$ cat src/sv/spmf_ram.sv
// generic single write port ram with registered read
module spmf_ram #(
   parameter int WIDTH = 32,
   parameter int DEPTH = 128
) (
   input  logic                     clock,
   input  logic                     wr_en,
   input  logic [$clog2(DEPTH)-1:0] wr_addr,
   input  logic [WIDTH-1:0]         wr_data,
   input  logic                     rd_en,
   input  logic [$clog2(DEPTH)-1:0] rd_addr,
   output logic [WIDTH-1:0]         rd_data
);

   logic [WIDTH-1:0] mem_ff [DEPTH];
   logic [WIDTH-1:0] rd_data_ff;

   always_ff @(posedge clock) begin
      if (wr_en) begin
         mem_ff[wr_addr] <= wr_data;
      end
      if (rd_en) begin
         rd_data_ff <= mem_ff[rd_addr];
      end
   end

   assign rd_data = rd_data_ff;

endmodule

$ cat config.mk
export PLATFORM = sky130hd
export DESIGN_NAME = spmf_ram
export DESIGN_NICKNAME = d
export VERILOG_FILES = /design/src/sv/spmf_ram.sv
export SDC_FILE = /design/constraint.sdc
export NUM_CORES = 2
export LEC_CHECK = 0
export BUFFER_PORTS_ARGS = -buffer_cell sky130_fd_sc_hd__buf_2
export CAP_MARGIN = 20
export CORE_MARGIN = 2
export CORE_UTILIZATION = 60
export CTS_BUF_LIST = sky130_fd_sc_hd__clkbuf_4
export DETAILED_ROUTE_END_ITERATION = 8
export GPL_TIMING_DRIVEN = 0
export PLACE_DENSITY_LB_ADDON = 0.25
export RECOVER_POWER = 100
export SETUP_SLACK_MARGIN = 0.05
export SYNTH_ARGS = -nofsm -noshare
export SYNTH_HDL_FRONTEND = slang
export SYNTH_SLANG_ARGS = --single-unit
$ cat constraint.sdc
create_clock -name clock -period 7.6 [get_ports clock]
set_input_delay 0.76 -clock clock [delete_from_list [all_inputs] [get_ports clock]]
set_output_delay 0.76 -clock clock [all_outputs]
set_load 0.05 [all_outputs]
==> flow_metrics.tcl <==
set metrics [dict create \
    outcome "finished, violations left" \
    violations "capacitance limit, slew limit" \
    top_level_ports 81 \
    dr.pass1.iters 8 \
    drv_slew 6214 \
    final.setup.tns_ns 0 \
    maxCapViolCount 191 \
    ff2ff_path_depth 4 \
    cts.sinks 4128 \
    power_density_mw_per_mm2 256 \
    relSlewSlack_pct -227 \
    postCtsSetupRepairBufs 0 \
    leakagePower_nw 54.3 \
    gp_congestion 1.04 \
    crit_type "in -> reg" \
    finalWirelength_mm 401 \
    rows 187 \
    routedWlPerCell_um 34.9 \
    tightest_slew_ns 4.90 \
    area_growth_pct 11.6 \
    nets 7316 \
    start_util_pct 60.4 \
    cts-root-buf "clkbuf_4" \
    htree_levels 6 \
    crit_path_end_kind "flip-flop" \
    use_met1_pct 41.1 \
    die_x_um 515 \
    synth_seq_cells 4128 \
    core_area_mm2 0.259 \
    drc 0 \
    die_h_um 515 \
    grt_pass1_wl_mm 559 \
    ys_seq_area_share_pct 79.2 \
    via_per_inst 6.59 \
    grt_start_max_net_pins 109 \
    finalInstanceArea_mm2 0.175 \
    vias 75600 \
    whs_path_depth 3 \
    cts.hold.buffers_added 36 \
    drive_above_1_share_pct 36.5 \
    cts_tree "yes" \
    syn_nets 6039 \
    hp-start "wr_en" \
    yosysTopAreaCellShare_pct 79.2 \
    postSynthCellCount 5990 \
    met2_usage_pct 47.2 \
    place_area_mm2 0.167 \
    path_max_fanout 75 \
    rr_startpoint "mem_ff[5][2]$_DFFE_PP_" \
    min_path_type "in -> reg" \
    synth_area_leaders "edfxtp_1 79%, mux4_2 19%, clkbuf_1 0.44%, nor2_1 0.29%, buf_2 0.25%" \
    finalSetupViolCount 0 \
    top_usage_layer "met2" \
    use_met3_pct 9.89 \
    hold_violations 0 \
    die-area_mm2 0.265 \
    synth_area_mm2 0.157 \
    port_buffers 69 \
    cts_buffers 953 \
    clock_latency_ns 1.43 \
    fmax_mhz 180 \
    avgSynthCellArea_um2 26.1 \
    place_hpwl_mm 267 \
    cp_data_required_time_ns 8.19 \
    ctsResizeCount 0 \
    clock_skew_ns 0.106 \
    timing.rr.end "rd_data[2]$_DFFE_PP_" \
    start_kind "input port" \
    post-route-util_pct 67.3 \
    antenna_found_initial 63 \
    grt_usage_pct 30.5 \
    overflow 0 \
    drtAntennaViolNets 0 \
    clockBufferDepth 4 \
    r2r_slack_ns 4.66 \
    drtIter0Drc 10900 \
    cts.reportedPaths.clkPinSlew_ns 0.07 \
    grt_setup_unrepaired "false" \
    worst_ir_drop_vdd_uv 157 \
    finalCritPeriodShare_pct 72.9 \
    critical_path_arrival_ns 6.14 \
    hold_slack_ns 0.170 \
    yosys.cell_types.count 16 \
    yosys.area.top_type "edfxtp_1" \
    holdPathEnd "mem_ff[82][30]$_DFFE_PP_" \
    grt_pass1_vias 76700 \
    ys.warnings.count 0 \
    fin_crit_ns 5.54 \
]
==> placed cells by master (no fill, tap or decap), types with 3 or more instances in the layout <==
master,instances
edfxtp_1,4128
clkbuf_4,1365
mux4_2,1344
clkbuf_1,419
clkinv_1,251
nor2_1,122
buf_2,82
diode_2,80
buf_1,47
dlygate4sd3_1,36
mux2_1,24
clkinv_2,24
buf_8,24
nand2_1,14
clkbuf_2,13
nand3_1,12
clkinv_4,12
clkinvlp_4,12
nor3_1,9
mux2_2,8
inv_6,8
inv_2,8
buf_16,8
nor2b_1,7
buf_6,4
buf_4,3
nand4_1,3
==> layer usage <==
metal / share of wire (%) / up-vias
li1: - / 29800
met1: 35 / 39900
met2: 48 / 5157
met3: 13 / 739
met4: 3.6 / 30
met5: 0.14 / -
==> synthesized netlist by cell type <==
master       n
clkbuf_1   182
nor2b_1      7
edfxtp_1  4128
nand2b_1     2
buf_1       50
nand4_1      3
mux2_2      32
buf_4        3
or3_1        1
nor3_1       9
buf_2       79
mux4_2    1344
nor2_1     122
nand3_1     12
buf_6        2
nand2_1     14
==> state kept, by name, summed over array words and instances, names as in the netlist <==
register	flops
mem_ff	4096
rd_data	32
==> cell families after synthesis <==
| group | Yosys count | synth area share, % |
|---|---|---|
| DFF | 4128 | 79.2 |
| muxes | 1376 | 19.6 |
| buffers and inverters | 316 | 0.837 |
| and+or+nand+nor | 170 | 0.445 |
==> power breakdown <==
group	total, mW	internal (mW)	switching, mW
registers	25.2	25.2	0.0269
clock network	16.8	8.32	8.51
logic	2.60	0.916	1.68
total	44.7	34.4	10.2
==> per-stage QoR <==
step / power [mW] / cells / setup slack [ns]
floorplan: 27.0 / 5990 / 3.60
global placement: 28.1 / 9461 / 0.246
detailed placement: 28.3 / 9665 / 2.37
CTS: 44.8 / 11400 / 3.95
global route: 46.0 / 11400 / 1.91
finish: 44.7 / 11500 / 2.06
==> worst max-delay path by stage <==
stage                     from                        to  slack, ns  cells after the start
global placement    wr_addr[4]   mem_ff[84][7]$_DFFE_PP_       0.25                      4
detailed placement  rd_addr[2]      rd_data[6]$_DFFE_PP_       2.37                      8
finish              wr_data[9]  mem_ff[124][9]$_DFFE_PP_       2.06                      3
global route        wr_data[9]  mem_ff[124][9]$_DFFE_PP_       1.91                      3
floorplan                wr_en   mem_ff[98][0]$_DFFE_PP_       3.60                      3
CTS                 rd_addr[2]     rd_data[16]$_DFFE_PP_       3.95                      8
==> worst max-delay path, cell delays in order <==
cell and delay (ns):
dlygate4sd3_1 0.57, clkbuf_1 1.85, clkbuf_1 2.72
==> cell type report <==
type	instances	area (µm²)
flip-flops and latches	4128	124000
fillers	15900	84800
multi-input cells	1546	31300
clock buffers	1365	10200
well taps	3402	4260
repair buffers	322	1950
clock inverters	320	1460
plain buffers	316	1330
diodes	80	200
Power figures use the tool's default switching activity.
