$ cat src/sv/spmf_pkg.sv
// shared types and constants of the strict priority multi fifo
package spmf_pkg;

   localparam int LEVELS_DEF      = 8;
   localparam int LEVEL_DEPTH_DEF = 16;
   localparam int MAX_WANT_DEF    = 16;

   localparam int MAX_LVL_W = 5;
   localparam int OP_W      = 2;
   localparam int VALUE_W   = 32;
   localparam int PRI_W     = 3;
   localparam int WANT_W    = 5;
   localparam int STATUS_W  = 2;
   localparam int CNT_W     = 5;
   localparam int CSR_W     = 4;

   localparam logic [CSR_W-1:0] LEVELS_RESET = 4'd8;

   typedef enum logic [OP_W-1:0] {
      OP_PUT      = 2'd0,
      OP_GET      = 2'd1,
      OP_GET_MANY = 2'd2,
      OP_NONE     = 2'd3
   } op_type;

   typedef enum logic [STATUS_W-1:0] {
      STAT_OK    = 2'd0,
      STAT_EMPTY = 2'd1,
      STAT_RANGE = 2'd2,
      STAT_FULL  = 2'd3
   } status_type;

   typedef struct packed {
      logic                 push;
      logic [MAX_LVL_W-1:0] push_level;
      logic                 pop;
      logic [MAX_LVL_W-1:0] pop_level;
   } lvl_cmd_type;

endpackage

$ cat src/sv/spmf_levels.sv
// per level head, tail and fill count registers
module spmf_levels
   import spmf_pkg::*;
#(
   parameter int LEVELS      = LEVELS_DEF,
   parameter int LEVEL_DEPTH = LEVEL_DEPTH_DEF,
   localparam int LVL_W  = (LEVELS > 1) ? $clog2(LEVELS) : 1,
   localparam int PTR_W  = $clog2(LEVEL_DEPTH),
   localparam int CNT_LW = $clog2(LEVEL_DEPTH + 1)
) (
   input  logic              clock,
   input  logic              reset,
   input  lvl_cmd_type       cmd,
   input  logic [LVL_W-1:0]  rd_level,
   output logic [CNT_LW-1:0] rd_count,
   output logic [PTR_W-1:0]  tail_ptr,
   output logic [PTR_W-1:0]  head_ptr,
   output logic [LEVELS-1:0] nonempty
);

   logic [PTR_W-1:0]  head_ff  [LEVELS];
   logic [PTR_W-1:0]  head_in  [LEVELS];
   logic [PTR_W-1:0]  tail_ff  [LEVELS];
   logic [PTR_W-1:0]  tail_in  [LEVELS];
   logic [CNT_LW-1:0] count_ff [LEVELS];
   logic [CNT_LW-1:0] count_in [LEVELS];
   logic [LVL_W-1:0]  push_idx;
   logic [LVL_W-1:0]  pop_idx;

   function automatic logic [PTR_W-1:0] wrap_inc(input logic [PTR_W-1:0] ptr);
      logic [PTR_W-1:0] res;
      if (ptr == PTR_W'(LEVEL_DEPTH - 1)) begin
         res = '0;
      end else begin
         res = ptr + 1'b1;
      end
      return res;
   endfunction

   assign push_idx = LVL_W'(cmd.push_level);
   assign pop_idx  = LVL_W'(cmd.pop_level);
   assign rd_count = count_ff[rd_level];
   assign tail_ptr = tail_ff[push_idx];
   assign head_ptr = head_ff[pop_idx];

   always_comb begin
      for (int i = 0; i < LEVELS; i++) begin
         nonempty[i] = (count_ff[i] != '0);
      end
   end

   always_comb begin
      head_in  = head_ff;
      tail_in  = tail_ff;
      count_in = count_ff;
      if (cmd.push) begin
         tail_in[push_idx]  = wrap_inc(tail_ff[push_idx]);
         count_in[push_idx] = count_ff[push_idx] + 1'b1;
      end
      if (cmd.pop) begin
         head_in[pop_idx]  = wrap_inc(head_ff[pop_idx]);
         count_in[pop_idx] = count_ff[pop_idx] - 1'b1;
      end
   end

   always_ff @(posedge clock) begin
      if (reset) begin
         for (int i = 0; i < LEVELS; i++) begin
            head_ff[i]  <= '0;
            tail_ff[i]  <= '0;
            count_ff[i] <= '0;
         end
      end else begin
         head_ff  <= head_in;
         tail_ff  <= tail_in;
         count_ff <= count_in;
      end
   end

endmodule

$ cat config.mk
export PLATFORM = sky130hd
export DESIGN_NAME = spmf_levels
export DESIGN_NICKNAME = d
export VERILOG_FILES = /design/src/sv/spmf_pkg.sv /design/src/sv/spmf_levels.sv
export SDC_FILE = /design/constraint.sdc
export NUM_CORES = 1
export LEC_CHECK = 0
export BUFFER_PORTS_ARGS = -buffer_cell sky130_fd_sc_hd__buf_2
export CELL_PAD_IN_SITES_DETAIL_PLACEMENT = 0
export CELL_PAD_IN_SITES_GLOBAL_PLACEMENT = 1
export CORE_ASPECT_RATIO = 1.2
export CORE_MARGIN = 2
export CORE_UTILIZATION = 43
export DETAILED_ROUTE_END_ITERATION = 10
export GPL_TIMING_DRIVEN = 0
export PLACE_DENSITY = 0.75
export SLEW_MARGIN = 20
export SYNTH_ARGS = -nofsm -noshare
export SYNTH_HDL_FRONTEND = slang
export SYNTH_SLANG_ARGS = --single-unit
$ cat constraint.sdc
create_clock -name clock -period 3.5 [get_ports clock]
set_clock_uncertainty 0.1 [all_clocks]
set_input_delay 0.525 -clock clock [delete_from_list [all_inputs] [get_ports clock]]
set_output_delay 0.525 -clock clock [all_outputs]
set_load 0.03 [all_outputs]
==> results.md, run 1 <==
* Placement Cell Area at 0.006479 mm^2
* Synth top area cells: dfxtp_1, mux4_2, nand2_1
* Worst path required time at between 3 and 4 ns
* Logic pwr share at approximately 17%
* Initial antenna violation count at 0
* Vias in the first global route at roughly 5600
* Worst-Margin Slew at 0.8914 ns
* Yosys cell types at 51
* Flop pwr share at roughly 45%
* Simple-Gate Fraction of Synth Area at 18.09%
* Top cell type by total area after synthesis: dfxtp_1
* Post-Syn Nets at a little over 700
* Crit Path Category: in -> reg
* Worst path cell trace: buf_2, buf_2, mux4_2, mux2i_2, ha_1, nand3_1, xnor2_2, a221oi_1
* Cells after synthesis at 696
* Antenna diode count at 0
* Ys Warns at 0
* Syn-to-layout area delta at 11.13%
* Clock latency on the worst-skew pair at 0.36 ns
* Status: finished, final reports clean
* Utilization after layout at slightly below 50%
* Post-synth top flop: dfxtp_1
* P_sw at ~0.88 mW
* Cts hold-fix bufs at 0
* Setup crit end kind: flip-flop
* Arrival time worst endpoint at between 3 and 4 ns
* IO buf count at 27
* RD Place Congestion at between 0.9 and 1
* Area share of the largest cell type after synthesis at between 30 and 40%
* Post-CTS sizing at 0
* Final min period at slightly above 3 ns
* Hold WC Path Type: reg -> reg
* Crit path max fanout at 10
* Largest net degree at the start of global routing at 20
* DRT met1 WL at just under 9000 um
* Clock Power Share at about two fifths
* Max VDD drop at 0.2195 mV
* Setup bufs post-CTS at 0
* Synth Area in Compound Gates at about a fifth
* Synth async-reset ratio at 0%
* Final Non-Filler Cells at 911
* Area of the core at roughly 0.014 mm^2
* Clk pin slew, worst setup/hold paths at approximately 0.080 ns
* Routed length per instance at 25.03 um
* CP startpoint kind: primary input
* Mean Syn Cell Area at a little under 9 um^2
* Max Cap Viol at 0
* Pins Over Slew Limit at 0
* Fraction of synthesized area in multiplexers at between 20% and 30%
* Vias at 5931
* Max Root-Sink Buffers at 2
* Net count, final at 756
* Final TNS setup at 0 ns
* CP peak stage delay at approximately 0.53 ns
* Top cells by count, synth: nand2_1, dfxtp_1, a21oi_1
* CTS Root Cell: clkbuf_16
* CTS Sinks at around 100
* Synth Area in XOR/XNOR at under 10%
* Worst hold margin at 0.3561 ns
* GRT Total Usage at a little under a third
* Post-route cell area at between 0.006 and 0.007 mm^2
* Largest family of logic cells by synthesized area: multiplexers
* Die area at ~0.015 mm^2
* Most frequent cell after synthesis: nand2_1
* # setup viols final at 0
* Share of layout cells above drive strength 1 at roughly 16%
* Top Metal Used: met4
* Die Y at about 130 um
* Initial core utilization at approximately 44%
* Area share of fa/ha/maj cells after synthesis at 0.8187%
* Slowest CP cell: mux2i_2
* Sw Ratio at between 30 and 40%
* Met2 Wirelength at about 11000 um
* Met3 WL at approximately 1900 um
* Post-Place Cells at approximately 900
* CTS buffer count at 9
* Pint at between 1.5 and 2 mW
* PwrDens at 416.7 mW/mm^2
* DP HPWL at between 15000 and 20000 um
* I/O Pins at 38
* Fmax achieved at 0.3239 GHz
* Post-route clock period utilization at about 88%
* Die X-Extent at roughly 110 um
* Post-Synthesis Cell Area at about 0.0061 mm^2
* Final hold vios at 0
* First-pass GRT wire length at about 34000 um
* Detailed-route wire length at 22810 um
* # H-tree levels at 3
* Gr ovfl total at 0
* Pleak at roughly 2.4 nW
* Placement row count at between 40 and 50
* Routed Antenna Nets at 0
* EDFF count, synth at 0
* Sequential fraction of the synthesis area at about a third
* FF+latch count, synth at approximately 100
* Critical path's most frequent cell: buf_2
* DRC viols at 0
* TritonRoute pass-1 iters at 5
* Worst slew margin relative to its limit at slightly above 40%
* Post-DR vias/cell at between 6 and 7
* CTS tree: built
* Iter 0 DRT Violations at 472
* RSZ-0062 raised after global routing: false
[power by group through the flow]
stage | clock (mW) | sequential, mW | combinational [mW]
after floorplan | 0 | 1.27 | 0.340
after global placement | 0 | 1.29 | 0.475
after detailed placement | 0 | 1.29 | 0.481
after CTS | 1.10 | 1.26 | 0.483
after global routing | 1.14 | 1.27 | 0.520
final | 1.08 | 1.26 | 0.489
[metal layers]
metal / GRT usage, % / up-vias
li1: - / 2656
met4: 18.97 / 0
met1: 36.32 / 2877
met2: 49.30 / 325
met3: 5.700 / 73
met5: 0 / -
[worst max-delay path: cells and delay by family]
family                     cells  cell delay (ns)
muxes                          2             0.89
xor gates and xnor gates       1             0.48
and+or+nand+nor                1             0.15
adders and majority gates      1             0.33
AOI/OAI and AO/OA              1             0.18
buffers and inverters          2             0.62
[through the flow]
stage / total power, mW / setup WS, ns
CTS: 2.844 / 0.4217
global route: 2.922 / 0.2813
detailed placement: 1.770 / 0.03745
finish: 2.831 / 0.4128
global placement: 1.763 / 0.09639
floorplan: 1.607 / 0.6532
[path summary, 6_finish.rpt]
check	from	end	slack (ns)	cells after the start
setup / recovery	cmd[2]	count_ff[9]$_SDFF_PP0_	0.41	8
hold / removal	head_ff[16]$_SDFFE_PP0P_	head_ff[16]$_SDFFE_PP0P_	0.36	2
setup reg to reg	count_ff[15]$_SDFF_PP0_	count_ff[9]$_SDFF_PP0_	0.58	9
hold reg to reg	head_ff[16]$_SDFFE_PP0P_	head_ff[16]$_SDFFE_PP0P_	0.36	2
[cells by family after synthesis]
group / after synthesis
buffers and inverters: 58
XOR/XNOR: 6
AO/OA/AOI/OAI: 183
multiplexers: 84
AND/OR/NAND/NOR: 257
adder cells (fa/ha/maj): 4
flip-flops: 104
[flip-flops by register name, summed over array words and instances (netlist names)]
signal / flops
head_ff: 32
tail_ff: 32
count_ff: 40
[cell type report]
type	count	area, um^2
Clock inverter	7	90.09
Sequential cell	104	2082
Clock buffer	9	225.2
Inverter	5	18.77
Tap cell	171	214.0
Fill cell	1341	7025
Buffer	53	267.8
Timing Repair Buffer	28	146.4
Multi-Input combinational cell	534	3750
[cell usage in the layout, fill, tap and decap left out, types with 8 or more instances in the layout]
cell type,count
nand2_1,119
dfxtp_1,104
a21oi_1,76
nor2_1,71
buf_2,40
o21ai_0,33
clkbuf_1,31
mux4_2,30
mux2i_1,28
a221oi_1,23
mux2_2,19
nor3_1,19
a211oi_1,17
nand3_1,12
o211ai_1,10
clkbuf_16,9
nand3b_1,8
(Power assumes the default switching activity.)
==> run 2, diff against run 1 <==
- CELL_PAD_IN_SITES_DETAIL_PLACEMENT: 0 -> 1
- CELL_PAD_IN_SITES_GLOBAL_PLACEMENT: 1 -> 2
- CORE_UTILIZATION: 43 -> 38
- PLACE_DENSITY: 0.75 -> 0.81
==> results.md, run 2 (same netlist as run 1, synthesis figures left out) <==
* Fill cells at around 1900
* Fmax achieved at around 0.31 GHz
* Post-CTS sizing at 0
* Worst R2R Path Depth at 9
* Crit Path Category: in -> reg
* Post-route clock period utilization at around nine tenths
* Routed length per instance at 25.48 um
* Vias at a little under 6000
* CTS Root Cell: clkbuf_16
* PwrDens at ~410 mW/mm^2
* Post-DR vias/cell at 6.270
* Max Cap Viol at 0
* DRC viols at 0
* Buf/Inv on CP at 3
* IO buf count at 27
* Pleak at 2.428 nW
* Commonest non-fill, non-tap cell in the layout: nand2_1
* TritonRoute pass-1 iters at 6
* FF-to-FF Start: count_ff[15]$_SDFF_PP0_
* Iter 0 DRT Violations at just over 500
* Most frequent cells in the layout: nand2_1, dfxtp_1, a21oi_1
* DP HPWL at about 18000 um
* Final hold vios at 0
* Die Y at approximately 140 um
* Hold WC Path Type: reg -> reg
* Max Root-Sink Buffers at 2
* Status: finished, final reports clean
* Cell depth of the worst hold path at 2
* DRT met1 WL at 9894 um
* Placement row count at 50
* CTS tree: built
* Worst slew margin relative to its limit at 35.30%
* Clock latency on the worst-skew pair at about 0.37 ns
* Syn-to-layout area delta at 11.60%
* Met2 Wirelength at 11760 um
* Post-route cell area at about 0.007 mm^2
* Setup bufs post-CTS at 0
* Die area at 0.01712 mm^2
* Routed Antenna Nets at 0
* Final min period at roughly 3.2 ns
* Pins Over Slew Limit at 0
* Worst path cell trace: buf_2, buf_2, nand2_1, o221ai_2, buf_2, ha_1, nand2b_1, a21oi_4, mux2i_1, a221oi_1
* Slowest CP cell: o221ai_2
* Final TNS setup at 0 ns
* Die X-Extent at 119.8 um
* Arrival time worst endpoint at between 3 and 4 ns
* CP startpoint kind: primary input
* Largest net degree at the start of global routing at 17
* Max VDD drop at 0.1969 mV
* RSZ-0062 raised after global routing: false
* Detailed-route wire length at between 20000 and 25000 um
* Cts hold-fix bufs at 0
* Max reg flops at 40
* FF+latch area at roughly 0.0021 mm^2
* First-pass GRT wire length at between 30000 and 40000 um
* Critical path's most frequent cell: buf_2
* Crit path max fanout at 10
* Clk pin slew, worst setup/hold paths at around 0.070 ns
* GRT Total Usage at slightly below 30%
* Worst path required time at 3.59 ns
* Area of the multi-input gates at 0.003750 mm^2
* CP delay by family, top: compound AO/OA/AOI/OAI gates
* Setup crit end kind: flip-flop
* Area of the core at about 0.016 mm^2
* R2R setup slack at 0.45 ns
* Antenna diode count at 0
* Met3 WL at approximately 1500 um
* Initial antenna violation count at 0
* I/O Pins at 38
* HP Start: head_ff[30]$_SDFFE_PP0P_
* RD Place Congestion at slightly above 1
* CTS Sinks at roughly 100
* Worst flop-to-flop path endpoint: count_ff[4]$_SDFF_PP0_
* CP peak stage delay at 0.51 ns
* Top Metal Used: met4
* # H-tree levels at 3
* Leading registers by flop count: count_ff x40, head_ff x32, tail_ff x32
* Initial core utilization at slightly below 40%
* # setup viols final at 0
* CTS buffer count at 9
* Vias in the first global route at roughly 6000
* Placement Cell Area at about 0.0065 mm^2
* Worst-Margin Slew at 0.9646 ns
* Net count, final at 756
* WHS Endpoint: head_ff[30]$_SDFFE_PP0P_
* Most flops, register: count_ff
* Gr ovfl total at 0
* Share of layout cells above drive strength 1 at 16.22%
run 2: worst max path at each step:
stage / start / end / slack (ns) / depth (start not counted)
6_report: cmd[8] / count_ff[4]$_SDFF_PP0_ / 0.32 / 10
2_1_floorplan: cmd[0] / head_ff[30]$_SDFFE_PP0P_ / 0.65 / 9
4_1_cts: cmd[8] / count_ff[4]$_SDFF_PP0_ / 0.40 / 10
5_1_grt: cmd[8] / count_ff[22]$_SDFF_PP0_ / 0.15 / 10
3_3_place_gp: cmd[0] / count_ff[39]$_SDFF_PP0_ / -0.08 / 7
3_5_place_dp: cmd[7] / count_ff[22]$_SDFF_PP0_ / 0.02 / 10
run 2: worst register-to-register path: cells and delay by family, from the launching register on:
family / cells / cell delay, ns
simple gates: 1 / 0.12
flops: 1 / 0.48
mux: 2 / 0.55
fa+ha+maj: 1 / 0.24
buf+inv: 1 / 0.38
compound gates: 4 / 1.03
run 2: metrics by stage:
stage	hold slack (ns)	utilization, %	cells	setup WS [ns]	total power, mW
floorplan	0.3319	-	696	0.6532	1.607
global placement	0.3407	41.45	931	-0.07687	1.762
detailed placement	0.3481	41.55	932	0.01975	1.778
CTS	0.3585	43.45	948	0.3961	2.810
global route	0.3824	43.45	948	0.1471	2.898
finish	0.3550	43.45	948	0.3160	2.808
run 2: layout make-up:
class	count	area share, %
clock buffers	12	3.613
multi-input cells	534	54.96
flip-flops and latches	104	30.52
clock inverters	4	0.7519
well taps	208	3.814
repair buffers	28	2.146
inverters	5	0.2751
plain buffers	53	3.924
run 2: layer usage:
layer  GRT usage, %  up-vias
met5              0        -
met2          49.65      248
met3          3.914       68
li1               -     2650
met4          14.37        0
met1          35.98     2978
run 2: report_power, final:
| group | switching (mW) | leakage [nW] | internal (mW) |
|---|---|---|---|
| combinational | 0.326 | 1.44 | 0.166 |
| clock | 0.474 | 0.143 | 0.577 |
| sequential | 0.0467 | 0.843 | 1.22 |
==> run 3, diff against run 2 <==
--- a/config.mk
+++ b/config.mk
@@ -8,10 +8,8 @@
 export BUFFER_PORTS_ARGS = -buffer_cell sky130_fd_sc_hd__buf_2
-export CELL_PAD_IN_SITES_DETAIL_PLACEMENT = 1
-export CELL_PAD_IN_SITES_GLOBAL_PLACEMENT = 2
 export CORE_ASPECT_RATIO = 1.2
 export CORE_MARGIN = 2
-export CORE_UTILIZATION = 38
+export CORE_UTILIZATION = 43
 export DETAILED_ROUTE_END_ITERATION = 10
 export GPL_TIMING_DRIVEN = 0
-export PLACE_DENSITY = 0.81
+export PLACE_DENSITY = 0.61
 export SLEW_MARGIN = 20
==> constraint.sdc (replaced) <==
create_clock -name clock -period 3.5 [get_ports clock]
set_clock_uncertainty 0.1 [all_clocks]
set_input_delay 0.35 -clock clock [delete_from_list [all_inputs] [get_ports clock]]
set_output_delay 0.35 -clock clock [all_outputs]
set_load 0.03 [all_outputs]
==> results.md, run 3 (same netlist as run 1, synthesis figures left out) <==
* Most frequent cells in the layout: nand2_1, dfxtp_1, a21oi_1
* WHS Endpoint: head_ff[10]$_SDFFE_PP0P_
* Final min period at 2.920 ns
* Max VDD drop at about 0.26 mV
* Clk pin slew, worst setup/hold paths at ~0.07 ns
* Placement row count at 47
* TritonRoute pass-1 iters at 6
* Fill cells at 1322
* Slowest CP cell: dfxtp_1
* RD Place Congestion at 1.011
* Detailed-route wire length at about 21000 um
* Cts hold-fix bufs at 0
* Die X-Extent at between 100 and 150 um
* Setup crit end kind: flip-flop
* Worst path required time at 3.62 ns
* Vias at a little under 6000
* Logic pwr share at around 18%
* DRC viols at 0
* Final hold vios at 0
* Worst path cell trace: mux2_2, a22oi_1, o221ai_2, buf_2, ha_1, nand2b_1, a21oi_4, mux2i_1, a221oi_2
* PwrDens at ~400 mW/mm^2
* Flop pwr share at 46.3%
* Net count, final at about 760
* Buf/Inv on CP at 1
* Leading registers by flop count: count_ff x40, head_ff x32, tail_ff x32
* Fmax achieved at about 0.34 GHz
* Iter 0 DRT Violations at 589
* Gr ovfl total at 0
* Worst hold margin at ~0.36 ns
* Routed length per instance at between 20 and 25 um
* RSZ-0062 raised after global routing: false
* Final TNS setup at 0 ns
* DP HPWL at about 16000 um
* Hold WC Path Type: reg -> reg
* First-pass GRT wire length at 31840 um
* Initial core utilization at 44.24%
* Crit path max fanout at 10
* Post-route clock period utilization at 83.42%
* Post-CTS sizing at 0
* Final Non-Filler Cells at 911
* Max reg flops at 40
* Share of layout cells above drive strength 1 at between 10% and 20%
* Sw Ratio at between 30% and 40%
* Vias in the first global route at 5449
* Worst-Margin Slew at around 0.91 ns
* CP peak stage delay at 0.52 ns
* Initial antenna violation count at 0
* Clock latency on the worst-skew pair at approximately 0.36 ns
* Pleak at roughly 2.4 nW
* CP delay by family, top: compound AO/OA/AOI/OAI gates
* Worst R2R Path Depth at 9
* # setup viols final at 0
* Worst slew margin relative to its limit at 38.81%
* HP Start: head_ff[10]$_SDFFE_PP0P_
* CTS Root Cell: clkbuf_16
* Arrival time worst endpoint at ~3.0 ns
* Antenna diode count at 0
* I/O Pins at 38
* Area of the core at 0.01382 mm^2
* Pint at around 1.9 mW
* Syn-to-layout area delta at 10.56%
* Post-DR vias/cell at 6.431
* IO buf count at 27
* R2R setup slack at 0.58 ns
* Worst flop-to-flop path endpoint: count_ff[39]$_SDFF_PP0_
* Status: finished, final reports clean
* CTS tree: built
* Most flops, register: count_ff
* Max Cap Viol at 0
* Die area at ~0.015 mm^2
* CTS buffer count at 9
* Die Y at approximately 130 um
* Pins Over Slew Limit at 0
* P_sw at approximately 0.86 mW
* GRT Total Usage at between 20% and 30%
* Commonest non-fill, non-tap cell in the layout: nand2_1
* Cell depth of the worst hold path at 2
* CP startpoint kind: flip-flop
* Crit Path Category: reg -> reg
* Clock Power Share at between 30 and 40%
* Max Root-Sink Buffers at 2
* Setup bufs post-CTS at 0
* Largest net degree at the start of global routing at 19
* FF-to-FF Start: count_ff[15]$_SDFF_PP0_
* Routed Antenna Nets at 0
* Post-Place Cells at roughly 900
* # H-tree levels at 3
* CTS Sinks at between 100 and 150
[run 3: worst max-delay path by stage]
stage	start	to	slack, ns	depth (start not counted)
after floorplan	cmd[0]	head_ff[30]$_SDFFE_PP0P_	0.83	9
after global placement	cmd[0]	count_ff[39]$_SDFF_PP0_	0.36	7
after detailed placement	cmd[2]	count_ff[34]$_SDFF_PP0_	0.36	8
after CTS	count_ff[15]$_SDFF_PP0_	count_ff[19]$_SDFF_PP0_	0.65	9
after global routing	cmd[7]	count_ff[13]$_SDFF_PP0_	0.52	8
final	count_ff[15]$_SDFF_PP0_	count_ff[39]$_SDFF_PP0_	0.58	9
[run 3: cell type report]
class                      instances  area [um^2]  area share, %
tap                              171        214.0          3.165
timing repair buffer              28        146.4          2.166
clock buffer                       9        225.2          3.332
multi-input combinational        534         3750          55.48
clock inverter                     7        55.05         0.8145
inverter                           5        18.77         0.2777
buffer                            53        267.8          3.962
sequential                       104         2082          30.80
[run 3: worst register-to-register path, cell delays in order (launching register included)]
cell and delay [ns]:
dfxtp_1 0.52, mux2_2 0.23, a22oi_1 0.10, o221ai_2 0.39, buf_2 0.33, ha_1 0.23, nand2b_1 0.15, a21oi_4 0.36
mux2i_1 0.28, a221oi_2 0.08
[run 3: power by group through the flow]
stage	Combinational (mW)	Sequential [mW]	Clock [mW]
global placement	0.468	1.29	0
detailed placement	0.475	1.29	0
floorplan	0.340	1.27	0
finish	0.484	1.26	0.983
CTS	0.476	1.26	0.989
global route	0.515	1.26	1.04
[run 3: routing by layer]
layer / up-vias / GRT usage, % / wire [um]
li1: 2649 / - / -
met1: 2815 / 34.29 / 8207
met2: 322 / 46.44 / 10280
met3: 73 / 4.758 / 1671
met4: 0 / 15.79 / 1076
met5: - / 0 / 0
[run 3: stage by stage]
stage / area [um^2] / utilization, % / setup slack [ns] / total power [mW]
final: 6759 / 48.91 / 0.5804 / 2.730
after global routing: 6759 / 48.91 / 0.5205 / 2.823
after CTS: 6759 / 48.91 / 0.6546 / 2.725
after detailed placement: 6479 / 46.88 / 0.3566 / 1.763
after global placement: 6462 / 46.76 / 0.3574 / 1.754
after floorplan: 6113 / - / 0.8282 / 1.607
